--- src/mep_pkg.sv ---
// Shared types, constants and helpers for the escape-time pixel block.
// Used by the stream interfaces and by the top level; depends on nothing.
package mep_pkg;

  localparam int DEF_COORD_WIDTH   = 24;
  localparam int DEF_FRACTION_BITS = 20;

  // Iterate z holds a signed 48-bit value whose magnitude stays below 2^47.
  localparam int Z_WIDTH    = 48;
  localparam int MAG_WIDTH  = Z_WIDTH - 1;
  localparam int PROD_WIDTH = 2 * MAG_WIDTH;
  localparam int SUM_WIDTH  = Z_WIDTH + 2;

  // The magnitudes are split into a low and a high part for the multiplier.
  localparam int LO_WIDTH  = 24;
  localparam int PP_WIDTH  = 2 * LO_WIDTH;
  localparam int NUM_PARTS = 4;

  localparam logic [MAG_WIDTH-1:0] MAG_MAX = '1;

  localparam int ITER_WIDTH      = 8;
  localparam int THRESH_WIDTH    = 16;
  localparam int COLOR_WIDTH     = 8;
  localparam int CFG_INDEX_WIDTH = 1;
  localparam int CFG_DATA_WIDTH  = THRESH_WIDTH;

  localparam logic [ITER_WIDTH-1:0]   RESET_MAX_ITERATIONS   = 8'd150;
  localparam logic [THRESH_WIDTH-1:0] RESET_ESCAPE_THRESHOLD = 16'd10000;

  localparam logic [3:0] GAIN_RED   = 4'd5;
  localparam logic [3:0] GAIN_GREEN = 4'd3;
  localparam logic [3:0] GAIN_BLUE  = 4'd2;

  typedef enum logic [CFG_INDEX_WIDTH-1:0] {
    REG_MAX_ITERATIONS,
    REG_ESCAPE_THRESHOLD
  } cfg_reg_t;

  // Scales a step count by a small gain and clips it to full brightness.
  function automatic logic [COLOR_WIDTH-1:0] color_channel(
    input logic [ITER_WIDTH-1:0] steps,
    input logic [3:0]            gain
  );
    logic [ITER_WIDTH+3:0] scaled;
    scaled = (ITER_WIDTH + 4)'(steps) * (ITER_WIDTH + 4)'(gain);
    if (scaled > (ITER_WIDTH + 4)'({COLOR_WIDTH{1'b1}})) begin
      return '1;
    end
    return scaled[COLOR_WIDTH-1:0];
  endfunction

endpackage

--- src/mep_point_if.sv ---
// Stream interface that carries one point c into the pixel block.
// Depends on mep_pkg for the default coordinate width.
interface mep_point_if
  import mep_pkg::*;
#(
  parameter int COORD_WIDTH = DEF_COORD_WIDTH
);
  logic                          valid;
  logic                          ready;
  logic signed [COORD_WIDTH-1:0] c_real;
  logic signed [COORD_WIDTH-1:0] c_imag;

  modport source (output valid, output c_real, output c_imag, input ready);
  modport sink (input valid, input c_real, input c_imag, output ready);
endinterface

--- src/mep_color_if.sv ---
// Stream interface that carries one pixel color result out of the block.
// Depends on mep_pkg for the field widths.
interface mep_color_if
  import mep_pkg::*;
();
  logic                   valid;
  logic                   ready;
  logic [COLOR_WIDTH-1:0] red;
  logic [COLOR_WIDTH-1:0] green;
  logic [COLOR_WIDTH-1:0] blue;
  logic [ITER_WIDTH-1:0]  steps_taken;
  logic                   escaped;

  modport source (output valid, output red, output green, output blue,
                  output steps_taken, output escaped, input ready);
  modport sink (input valid, input red, input green, input blue,
                input steps_taken, input escaped, output ready);
endinterface

--- src/mandelbrot_escape_pixel.sv ---
// Top level of the escape-time pixel block: sequencer and shared multiplier.
// Depends on mep_pkg, mep_point_if and mep_color_if.
//
// The block takes one point c, iterates z = z*z + c from zero with one shared
// 24x24 multiplier, and returns one color per point. Each product of two
// 47-bit magnitudes takes four multiplier passes plus load and normalize;
// an iteration step needs three products plus the escape test, the update
// and the limit check. A point that escapes finishes at its escape test; a
// point that stays inside finishes at the limit check after max_iterations
// steps. A new point is taken only while the sequencer is idle, and the
// finished color sits in an output register, so the next point may be taken
// before the color is collected.
module mandelbrot_escape_pixel
  import mep_pkg::*;
#(
  parameter int COORD_WIDTH   = DEF_COORD_WIDTH,
  parameter int FRACTION_BITS = DEF_FRACTION_BITS
) (
  input  logic                       clk,
  input  logic                       rst,
  mep_point_if.sink                  point,
  mep_color_if.source                color,
  input  logic                       cfg_we,
  input  logic [CFG_INDEX_WIDTH-1:0] cfg_index,
  input  logic [CFG_DATA_WIDTH-1:0]  cfg_data
);

  typedef enum logic [2:0] {
    ST_IDLE,
    ST_CHECK,
    ST_LOAD,
    ST_MUL,
    ST_NORM,
    ST_TEST,
    ST_UPDATE,
    ST_DONE
  } state_t;

  typedef enum logic [1:0] {
    OP_RR,
    OP_II,
    OP_RI
  } op_t;

  localparam logic signed [SUM_WIDTH-1:0] SUM_MAX = SUM_WIDTH'(MAG_MAX);
  localparam logic signed [SUM_WIDTH-1:0] SUM_MIN = -SUM_MAX;
  localparam int SAT_LSB = FRACTION_BITS + MAG_WIDTH;

  function automatic logic [MAG_WIDTH-1:0] magnitude(input logic signed [Z_WIDTH-1:0] v);
    logic signed [Z_WIDTH-1:0] pos;
    pos = v[Z_WIDTH-1] ? -v : v;
    return pos[MAG_WIDTH-1:0];
  endfunction

  logic [ITER_WIDTH-1:0]   max_iterations;
  logic [THRESH_WIDTH-1:0] escape_threshold;

  state_t                        state;
  op_t                           op;
  logic signed [COORD_WIDTH-1:0] c_real_r;
  logic signed [COORD_WIDTH-1:0] c_imag_r;
  logic signed [Z_WIDTH-1:0]     zr;
  logic signed [Z_WIDTH-1:0]     zi;
  logic [MAG_WIDTH-1:0]          rr;
  logic [MAG_WIDTH-1:0]          ii;
  logic signed [Z_WIDTH-1:0]     ri;
  logic [ITER_WIDTH-1:0]         iter;
  logic                          hit;

  logic [MAG_WIDTH-1:0]  mag_a;
  logic [MAG_WIDTH-1:0]  mag_b;
  logic                  neg;
  logic [2:0]            part;
  logic [PP_WIDTH-1:0]   pp;
  logic [1:0]            pp_pos;
  logic [PROD_WIDTH-1:0] acc;

  logic                   out_valid;
  logic [COLOR_WIDTH-1:0] out_red;
  logic [COLOR_WIDTH-1:0] out_green;
  logic [COLOR_WIDTH-1:0] out_blue;
  logic [ITER_WIDTH-1:0]  out_steps;
  logic                   out_escaped;

  logic [LO_WIDTH-1:0]          a_chunk;
  logic [LO_WIDTH-1:0]          b_chunk;
  logic [PP_WIDTH-1:0]          mul_out;
  logic [PROD_WIDTH-1:0]        pp_aligned;
  logic [MAG_WIDTH-1:0]         prod_mag;
  logic signed [Z_WIDTH-1:0]    prod_val;
  logic [Z_WIDTH-1:0]           sq_sum;
  logic [Z_WIDTH-1:0]           limit;
  logic signed [SUM_WIDTH-1:0]  zr_sum;
  logic signed [SUM_WIDTH-1:0]  zi_sum;
  logic signed [Z_WIDTH-1:0]    zr_next;
  logic signed [Z_WIDTH-1:0]    zi_next;
  logic                         in_xfer;
  logic                         out_free;

  assign point.ready       = (state == ST_IDLE);
  assign in_xfer           = point.valid && point.ready;
  assign out_free          = !out_valid || color.ready;
  assign color.valid       = out_valid;
  assign color.red         = out_red;
  assign color.green       = out_green;
  assign color.blue        = out_blue;
  assign color.steps_taken = out_steps;
  assign color.escaped     = out_escaped;

  // Partial product k uses the high part of a when bit 1 is set, of b when bit 0 is.
  assign a_chunk = part[1] ? LO_WIDTH'(mag_a[MAG_WIDTH-1:LO_WIDTH]) : mag_a[LO_WIDTH-1:0];
  assign b_chunk = part[0] ? LO_WIDTH'(mag_b[MAG_WIDTH-1:LO_WIDTH]) : mag_b[LO_WIDTH-1:0];
  assign mul_out = a_chunk * b_chunk;

  always_comb begin
    case (pp_pos)
      2'd0:    pp_aligned = PROD_WIDTH'(pp);
      2'd1:    pp_aligned = PROD_WIDTH'(pp) << LO_WIDTH;
      default: pp_aligned = PROD_WIDTH'(pp) << (2 * LO_WIDTH);
    endcase
  end

  assign prod_mag = (|acc[PROD_WIDTH-1:SAT_LSB]) ? MAG_MAX : acc[SAT_LSB-1:FRACTION_BITS];
  assign prod_val = neg ? -$signed({1'b0, prod_mag}) : $signed({1'b0, prod_mag});

  assign sq_sum = {1'b0, rr} + {1'b0, ii};
  assign limit  = Z_WIDTH'(escape_threshold) << FRACTION_BITS;

  assign zr_sum = SUM_WIDTH'(rr) - SUM_WIDTH'(ii) + SUM_WIDTH'(c_real_r);
  assign zi_sum = (SUM_WIDTH'(ri) <<< 1) + SUM_WIDTH'(c_imag_r);

  always_comb begin
    if (zr_sum > SUM_MAX) begin
      zr_next = Z_WIDTH'(SUM_MAX);
    end else if (zr_sum < SUM_MIN) begin
      zr_next = Z_WIDTH'(SUM_MIN);
    end else begin
      zr_next = Z_WIDTH'(zr_sum);
    end
    if (zi_sum > SUM_MAX) begin
      zi_next = Z_WIDTH'(SUM_MAX);
    end else if (zi_sum < SUM_MIN) begin
      zi_next = Z_WIDTH'(SUM_MIN);
    end else begin
      zi_next = Z_WIDTH'(zi_sum);
    end
  end

  always_ff @(posedge clk) begin
    if (rst) begin
      max_iterations   <= RESET_MAX_ITERATIONS;
      escape_threshold <= RESET_ESCAPE_THRESHOLD;
    end else if (cfg_we) begin
      case (cfg_reg_t'(cfg_index))
        REG_MAX_ITERATIONS:   max_iterations   <= cfg_data[ITER_WIDTH-1:0];
        REG_ESCAPE_THRESHOLD: escape_threshold <= cfg_data[THRESH_WIDTH-1:0];
        default: ;
      endcase
    end
  end

  always_ff @(posedge clk) begin
    if (rst) begin
      state     <= ST_IDLE;
      out_valid <= 1'b0;
    end else begin
      if (state == ST_DONE && out_free) begin
        out_valid <= 1'b1;
      end else if (color.ready) begin
        out_valid <= 1'b0;
      end
      case (state)
        ST_IDLE: begin
          if (in_xfer) begin
            c_real_r <= point.c_real;
            c_imag_r <= point.c_imag;
            zr       <= '0;
            zi       <= '0;
            iter     <= '0;
            state    <= ST_CHECK;
          end
        end
        ST_CHECK: begin
          if (iter == max_iterations) begin
            hit   <= 1'b0;
            state <= ST_DONE;
          end else begin
            op    <= OP_RR;
            state <= ST_LOAD;
          end
        end
        ST_LOAD: begin
          case (op)
            OP_RR: begin
              mag_a <= magnitude(zr);
              mag_b <= magnitude(zr);
              neg   <= 1'b0;
            end
            OP_II: begin
              mag_a <= magnitude(zi);
              mag_b <= magnitude(zi);
              neg   <= 1'b0;
            end
            default: begin
              mag_a <= magnitude(zr);
              mag_b <= magnitude(zi);
              neg   <= zr[Z_WIDTH-1] ^ zi[Z_WIDTH-1];
            end
          endcase
          acc   <= '0;
          part  <= '0;
          state <= ST_MUL;
        end
        ST_MUL: begin
          // The product of one pass is added to the accumulator in the next.
          if (part != 3'(NUM_PARTS)) begin
            pp     <= mul_out;
            pp_pos <= 2'(part[1]) + 2'(part[0]);
          end
          if (part != 3'd0) begin
            acc <= acc + pp_aligned;
          end
          if (part == 3'(NUM_PARTS)) begin
            state <= ST_NORM;
          end
          part <= part + 3'd1;
        end
        ST_NORM: begin
          case (op)
            OP_RR: begin
              rr    <= prod_mag;
              op    <= OP_II;
              state <= ST_LOAD;
            end
            OP_II: begin
              ii    <= prod_mag;
              state <= ST_TEST;
            end
            default: begin
              ri    <= prod_val;
              state <= ST_UPDATE;
            end
          endcase
        end
        ST_TEST: begin
          if (sq_sum >= limit) begin
            hit   <= 1'b1;
            state <= ST_DONE;
          end else begin
            op    <= OP_RI;
            state <= ST_LOAD;
          end
        end
        ST_UPDATE: begin
          zr    <= zr_next;
          zi    <= zi_next;
          iter  <= iter + 1'b1;
          state <= ST_CHECK;
        end
        ST_DONE: begin
          if (out_free) begin
            out_red     <= hit ? color_channel(iter, GAIN_RED) : '0;
            out_green   <= hit ? color_channel(iter, GAIN_GREEN) : '0;
            out_blue    <= hit ? color_channel(iter, GAIN_BLUE) : '0;
            out_steps   <= iter;
            out_escaped <= hit;
            state       <= ST_IDLE;
          end
        end
        default: state <= ST_IDLE;
      endcase
    end
  end

  a_start_check: assert property (@(posedge clk) disable iff (rst)
    in_xfer |=> state == ST_CHECK)
    else $error("Accepted point did not start at the limit check.");

  a_iter_bound: assert property (@(posedge clk) disable iff (rst)
    (state != ST_IDLE && state != ST_DONE) |-> iter <= max_iterations)
    else $error("Step count passed the iteration limit.");

  a_inside_full: assert property (@(posedge clk) disable iff (rst)
    (state == ST_DONE && !hit) |-> iter == max_iterations)
    else $error("Inside point finished before the iteration limit.");

  a_z_range: assert property (@(posedge clk) disable iff (rst)
    (state != ST_IDLE) |-> (zr != {1'b1, {MAG_WIDTH{1'b0}}} &&
                            zi != {1'b1, {MAG_WIDTH{1'b0}}}))
    else $error("Iterate left the symmetric saturation range.");

  a_result_source: assert property (@(posedge clk) disable iff (rst)
    $rose(out_valid) |-> $past(state == ST_DONE))
    else $error("Result appeared without a finished point.");

endmodule
--- src/flat_wrapper.sv ---
// flat-port wrapper written by rule: the top's interface ports become plain ports
module mandelbrot_escape_pixel_flat import mep_pkg::*;
#(
  parameter int COORD_WIDTH   = DEF_COORD_WIDTH,
  parameter int FRACTION_BITS = DEF_FRACTION_BITS
)
  (clk, rst, cfg_we, cfg_index, cfg_data, point_valid, point_c_real, point_c_imag, point_ready, color_valid, color_red, color_green, color_blue, color_steps_taken, color_escaped, color_ready);
  mep_point_if #(.COORD_WIDTH(COORD_WIDTH)) point_i ();
  mep_color_if color_i ();
  input  logic clk;
  input  logic rst;
  input  logic cfg_we;
  input  logic [CFG_INDEX_WIDTH-1:0] cfg_index;
  input  logic [CFG_DATA_WIDTH-1:0] cfg_data;
  input wire logic [$bits(point_i.valid)-1:0] point_valid;
  input wire logic [$bits(point_i.c_real)-1:0] point_c_real;
  input wire logic [$bits(point_i.c_imag)-1:0] point_c_imag;
  output wire logic [$bits(point_i.ready)-1:0] point_ready;
  output wire logic [$bits(color_i.valid)-1:0] color_valid;
  output wire logic [$bits(color_i.red)-1:0] color_red;
  output wire logic [$bits(color_i.green)-1:0] color_green;
  output wire logic [$bits(color_i.blue)-1:0] color_blue;
  output wire logic [$bits(color_i.steps_taken)-1:0] color_steps_taken;
  output wire logic [$bits(color_i.escaped)-1:0] color_escaped;
  input wire logic [$bits(color_i.ready)-1:0] color_ready;
  assign point_i.valid = point_valid;
  assign point_i.c_real = point_c_real;
  assign point_i.c_imag = point_c_imag;
  assign point_ready = point_i.ready;
  assign color_valid = color_i.valid;
  assign color_red = color_i.red;
  assign color_green = color_i.green;
  assign color_blue = color_i.blue;
  assign color_steps_taken = color_i.steps_taken;
  assign color_escaped = color_i.escaped;
  assign color_i.ready = color_ready;
  mandelbrot_escape_pixel #(.COORD_WIDTH(COORD_WIDTH), .FRACTION_BITS(FRACTION_BITS)) u_core (.clk(clk), .rst(rst), .point(point_i), .color(color_i), .cfg_we(cfg_we), .cfg_index(cfg_index), .cfg_data(cfg_data));
endmodule
--- config.mk ---
export PLATFORM = sky130hd
export DESIGN_NAME = mandelbrot_escape_pixel_flat
export DESIGN_NICKNAME = d
export VERILOG_FILES = /design/src/mep_pkg.sv /design/src/mep_point_if.sv /design/src/mep_color_if.sv /design/src/mandelbrot_escape_pixel.sv /design/src/flat_wrapper.sv
export SDC_FILE = /design/constraint.sdc
export NUM_CORES = 2
export LEC_CHECK = 0
export BUFFER_PORTS_ARGS = -buffer_cell sky130_fd_sc_hd__buf_2
export CAP_MARGIN = 20
export CORE_MARGIN = 2
export CORE_UTILIZATION = 50
export CTS_CLUSTER_DIAMETER = 200
export DETAILED_ROUTE_END_ITERATION = 8
export GPL_TIMING_DRIVEN = 0
export PLACE_DENSITY_LB_ADDON = 0.2
export SYNTH_ARGS = -nofsm -noshare
export SYNTH_HDL_FRONTEND = slang
export SYNTH_SLANG_ARGS = --single-unit
export TNS_END_PERCENT = 1
--- constraint.sdc ---
create_clock -name clk -period 13 [get_ports clk]
set_input_delay 3.25 -clock clk [delete_from_list [all_inputs] [get_ports clk]]
set_output_delay 3.25 -clock clk [all_outputs]
set_load 0.01 [all_outputs]
; After elaboration in Yosys (flattened, before gate mapping)
; Index checks and enable logic that the tools add are counted.
; W data, S select, Z words.
[word_totals]
regBits = 600
out_inout_bits = 35
wordCells = 161
[op_classes]
addsub = 11
n_mul = 3
magnitude_cmp = 8
n_eq_ne = 21
n_mux = 55
n_bitwise = 4
n_reduce_logical = 31
[op_table]
columns = operator, count
row1 = $pmux W94 S2, 2
row2 = $mux W47, 6
row3 = $mux W48, 5
row4 = $pmux W48 S2, 2
row5 = $gt A50 B48 Y1 const B, 2
row6 = $lt A50 B48 Y1 const B, 2
row7 = $add A94 B94 Y94, 1
row8 = $mux W94, 1
row9 = $neg A47 Y47, 2
row10 = $mux W8, 7
row11 = $add A49 B24 Y50, 1
row12 = $add A50 B50 Y50, 1
row13 = $add A47 B47 Y48, 1
row14 = $ge A48 B36 Y1, 1
row15 = $mul A24 B24 Y48, 1
row16 = $mux W24, 2
row17 = $neg A47 Y48, 1
row18 = $sub A47 B47 Y48, 1
row19 = $reduce_and A3 Y1, 9
row20 = $reduce_or A27 Y1, 1
row21 = $pmux W3 S8, 1
row22 = $mux W1, 16
row23 = $pmux W8 S2, 1
row24 = $eq A3 B3 Y1 const B, 5
row25 = 33 further kinds, 61

; Longest topological paths before layout
[logic_depth]
ltp_word = 7
ltp_mapped = 33

; Least setup slack after synthesis
; Ideal clock, no wire load.
[synth_timing]
path_type = input-to-reg
from = in rst
to = reg u_core.iter[0], enable pin
setup_time_ns = 0.694
t_arrival_ns = 10.745
t_required_ns = 12.306
setup_slack_ns = 1.561
cell_stages = 3
n_path_buf = 2
cell_sequence = clkbuf_1 > clkbuf_1 > nor3_1
[synth_between]
elab_chain_cells = 2
[synth_rtl]
columns = element, line
row1 = start: declaration, flat_wrapper.sv:11  ; input logic rst;
row2 = $not A1 Y1 (no source line), -
row3 = $reduce_and A3 Y1 (no source line), -
row4 = end signal: assignment, mandelbrot_escape_pixel.sv:257  ; iter <= iter + 1'b1;
row5 = end: declaration, mandelbrot_escape_pixel.sv:67  ; logic [ITER_WIDTH-1:0] iter;
; No other way between the ends.
; A chain may end at the register's enable or synchronous reset.

; Worst setup path in the final report
[layout_timing]
from = reg u_core.part[0]
to = reg u_core.pp[45] (data pin)
[layout_between]
elab_chain_cells = 2
[layout_rtl]
columns = element, line
row1 = start: declaration, mandelbrot_escape_pixel.sv:73  ; logic [2:0] part;
row2 = start signal: assignment, mandelbrot_escape_pixel.sv:226  ; part <= part + 3'd1;
row3 = $mux W24, mandelbrot_escape_pixel.sv:112  ; assign b_chunk = part[0] ? LO_WIDTH'(mag_b[MAG_WIDTH-1:LO_WIDTH]) : mag_b[LO_WIDTH-1:0];
row4 = $mul A24 B24 Y48, mandelbrot_escape_pixel.sv:113  ; assign mul_out = a_chunk * b_chunk;
row5 = via u_core.mul_out[45], mandelbrot_escape_pixel.sv:87  ; logic [PP_WIDTH-1:0] mul_out;
row6 = end signal: assignment, mandelbrot_escape_pixel.sv:217  ; pp <= mul_out;
row7 = end: declaration, mandelbrot_escape_pixel.sv:74  ; logic [PP_WIDTH-1:0] pp;
; The timed path passes the listed nets, and every way through them passes these cells.

==> flow_metrics.py <==
metrics = {
    "power_and_ir_drop": {
        "clkPwrFrac_pct": 10.1,
        "cellPowerDensity_nw_per_um2": 298,
        "p_leak_uw": 0.0292,
        "p_int_uw": 10300,
        "power.net_switching_uw": 10200,
        "comb_power_share_pct": 74.5,
        "power_uw": 20400,
        "p_seq_share_pct": 15.4,
        "p_sw_share_pct": 49.9,
        "worst_ir_drop_vdd_mv": 0.817,
    },
    "logic_synthesis": {
        "synthTopCellsByArea": "edfxtp_1 27%, fa_1 16%, ha_1 10%",
        "synth_area_leader_cell": "edfxtp_1",
        "synthArstFlopShare_pct": 0,
        "synth_top_area_share_pct": 27.3,
        "synth_cells": 6941,
        "synth_seq_cells": 600,
        "syn_avg_cell_area_sq_um": 9.08,
        "ys_warn_count": 0,
        "syn_area_sq_um": 63000,
        "yosysUniqueCellTypes": 91,
        "synth_edf_count": 572,
        "yosysSeqAreaShare_pct": 28.2,
        "synthFlopType": "edfxtp_1",
        "syn_nets": 8007,
    },
    "grt": {
        "grt_pass1_wl_mm": 320,
        "grt_pass1_vias": 51300,
        "gr-total-overflow": 0,
        "antenna_found_initial": 4,
        "grt_use_total_pct": 32.6,
        "grt_start_max_net_pins": 36,
    },
    "run_status": {
        "status": "finished, final reports clean",
    },
    "placement": {
        "place.gp.congestion": 1.03,
        "port_buffers": 103,
        "placed_cells": 8735,
        "dpl.hpwl_mm": 176,
    },
    "final_layout": {
        "nFillCells": 11400,
        "drive_above_1_share_pct": 5.98,
        "fin_cells": 8875,
        "area_growth_pct": 8.95,
        "fin_nets": 8230,
    },
    "worst_setup_path": {
        "cp_max_fo": 10,
        "required_ns": 13.42,
        "critPathLaunchType": "flip-flop",
        "cp_common_cell": "fa_1",
        "worstReg2RegStart": "u_core.part[0]",
        "r2r_end": "u_core.pp[45]",
        "end_kind": "flip-flop",
        "slowest_stage": "buf_1",
        "ff2ff_setup_slack_ns": 2.83,
        "rr_worst_depth": 30,
        "path_class": "reg2reg",
        "critPathArrivalTime_ns": 10.59,
        "crit_path_max_incr_delay_ns": 0.68,
    },
    "timing": {
        "slew_headroom_pct": 21.8,
        "max_slew.worst_pin.slew_ns": 1.14,
        "fmax_mhz": 98.3,
        "finalMaxSlewViolations": 0,
        "rsz0062_at_grt": "false",
        "hold_viol_final": 0,
        "min_period_ns": 10.17,
        "final.setup.tns_ns": 0,
        "skew_ns": 0.0433,
        "setup_viol": 0,
        "post-route-period-util_pct": 78.2,
        "hold_slack_ns": 0.466,
    },
    "routing": {
        "routed_wl_mm": 213,
        "via_per_inst": 6.00,
        "drc": 0,
        "drtAntennaViolNets": 0,
        "dr.pass1.iters": 9,
        "num_vias": 53200,
        "drt_iter0_markers": 5949,
        "wl_per_cell_um": 24.0,
    },
    "clocking": {
        "cts_resized": 0,
        "path_clk_slew_ns": 0.06,
        "cts.sinks": 600,
        "cts_htree_levels": 3,
        "clkLatencyLatePin_ns": 0.70,
        "cts_made_buffers": 73,
        "hold_buffers": 0,
        "cts-root-buf": "clkbuf_16",
        "cts_tree": "built",
        "clockBufferDepth": 3,
        "post-cts-setup-buffers": 0,
    },
    "die": {
        "fp.coreArea_sq_um": 125000,
        "rows": 130,
        "start_util_pct": 50.2,
        "die-area_sq_um": 129000,
        "io_pins": 105,
        "die_x_um": 359,
        "fp.dieH_um": 359,
    },
    "min_path": {
        "hold_start": "u_core.escape_threshold[1]",
        "hold_end": "u_core.escape_threshold[1]",
        "whs_path_depth": 2,
        "hold_class": "reg2reg",
    },
    "flow_run": {
        "max_cap_violations": 0,
    },
}
-- power groups by stage --
stage          clock [uW]  sequential [uW]  combinational [uW]
2_1_floorplan           0             3080               10300
3_3_place_gp            0             3200               14500
3_5_place_dp            0             3170               14500
4_1_cts              2100             3140               15000
5_1_grt              2170             3150               17000
6_report             2070             3150               15200
-- how the worst max path moves through the flow --
| stage | slack [ns] | cells after the start | from | end |
|---|---|---|---|---|
| after floorplan | 1.56 | 3 | rst | u_core.iter[0] |
| after global placement | -1.09 | 3 | rst | u_core.iter[6] |
| after detailed placement | 2.95 | 29 | u_core.part[0] | u_core.pp[47] |
| after CTS | 2.90 | 30 | u_core.part[0] | u_core.pp[45] |
| after global routing | 2.41 | 30 | u_core.part[0] | u_core.pp[45] |
| final | 2.83 | 30 | u_core.part[0] | u_core.pp[45] |
-- Yosys cell counts (19+ instances only) --
master,count
inv_1,744
nand2_1,727
nor2_1,704
edfxtp_1,572
ha_1,507
fa_1,489
a21oi_1,462
o21ai_0,326
clkbuf_1,312
xnor2_1,242
xor2_1,180
mux2i_1,163
a21o_1,159
nor3_1,104
nand3_1,94
o21bai_1,86
and2_1,81
nand4_1,79
or2_2,66
nor4_1,62
o31ai_1,60
a31oi_1,53
or3_1,50
mux2_2,49
nand2b_1,46
nor2b_1,44
and3_1,35
o21a_1,32
a211oi_1,30
dfxtp_1,28
o311ai_0,26
or4_1,24
a21boi_0,19
o41ai_1,19
-- routing by layer --
metal	vias up	GRT usage (%)	part of all wire, %
met5	-	0	0.018
met4	6	9.14	3.0
met3	357	7.24	9.6
met2	2380	49.1	43
met1	26100	47.3	44
li1	24400	-	-
-- metrics by stage --
step,setup WS [ns],util [%],area [sq um]
finish,2.83,54.7,68600
global route,2.41,54.7,68600
CTS,2.90,54.7,68600
detailed placement,2.95,52.8,66200
global placement,-1.09,52.3,65600
floorplan,1.56,-,63000
-- cells by family after synthesis --
logic type	Yosys count	share of synthesized area, %
and+or+nand+nor	2189	16.0
AOI/OAI and AO/OA	1451	14.5
buffers and inverters	1071	6.38
adders and majority gates	996	25.6
DFF	600	28.2
xor gates and xnor gates	422	5.87
muxes	212	3.47
-- worst max-delay path: cells and delay by family (launching register included) --
family,cells,cell delay (ns)
compound gates,4,0.86
xor+xnor,1,0.12
fa+ha+maj,8,4.26
buf+inv,8,2.42
flops,1,0.35
mux,1,0.63
simple gates,8,1.26
-- area by class of cell --
cell class / instances / area [sq um] / area share, %
multi-input combinational: 5270 / 41300 / 60.2
inverter: 747 / 2800 / 4.08
clock buffer: 83 / 1910 / 2.78
sequential: 600 / 17700 / 25.8
tap: 1650 / 2060 / 3.01
buffer: 324 / 1220 / 1.78
clock inverter: 50 / 495 / 0.722
antenna: 3 / 7.51 / 0.0109
timing repair buffer: 148 / 1080 / 1.57
-- cell usage in the layout, fill, tap and decap left out, drive strengths merged, types with 105 or more instances in the layout --
| master | count |
|---|---|
| a21oi | 462 |
| edfxtp | 572 |
| xor2 | 180 |
| xnor2 | 242 |
| ha | 507 |
| mux2i | 163 |
| a21o | 159 |
| fa | 489 |
| nor2 | 704 |
| buf | 159 |
| clkbuf | 396 |
| inv | 751 |
| o21ai | 330 |
| nor3 | 105 |
| nand2 | 728 |
-- flip-flops by register name (all words and copies together), names as in the netlist, 16 cells and up --
| signal | count |
|---|---|
| u_core.acc | 94 |
| u_core.pp | 48 |
| u_core.ri | 48 |
| u_core.zi | 48 |
| u_core.zr | 48 |
| u_core.ii | 47 |
| u_core.mag_a | 47 |
| u_core.mag_b | 47 |
| u_core.rr | 47 |
| u_core.c_imag_r | 24 |
| u_core.c_real_r | 24 |
| u_core.escape_threshold | 16 |
(Power assumes the default switching activity.)
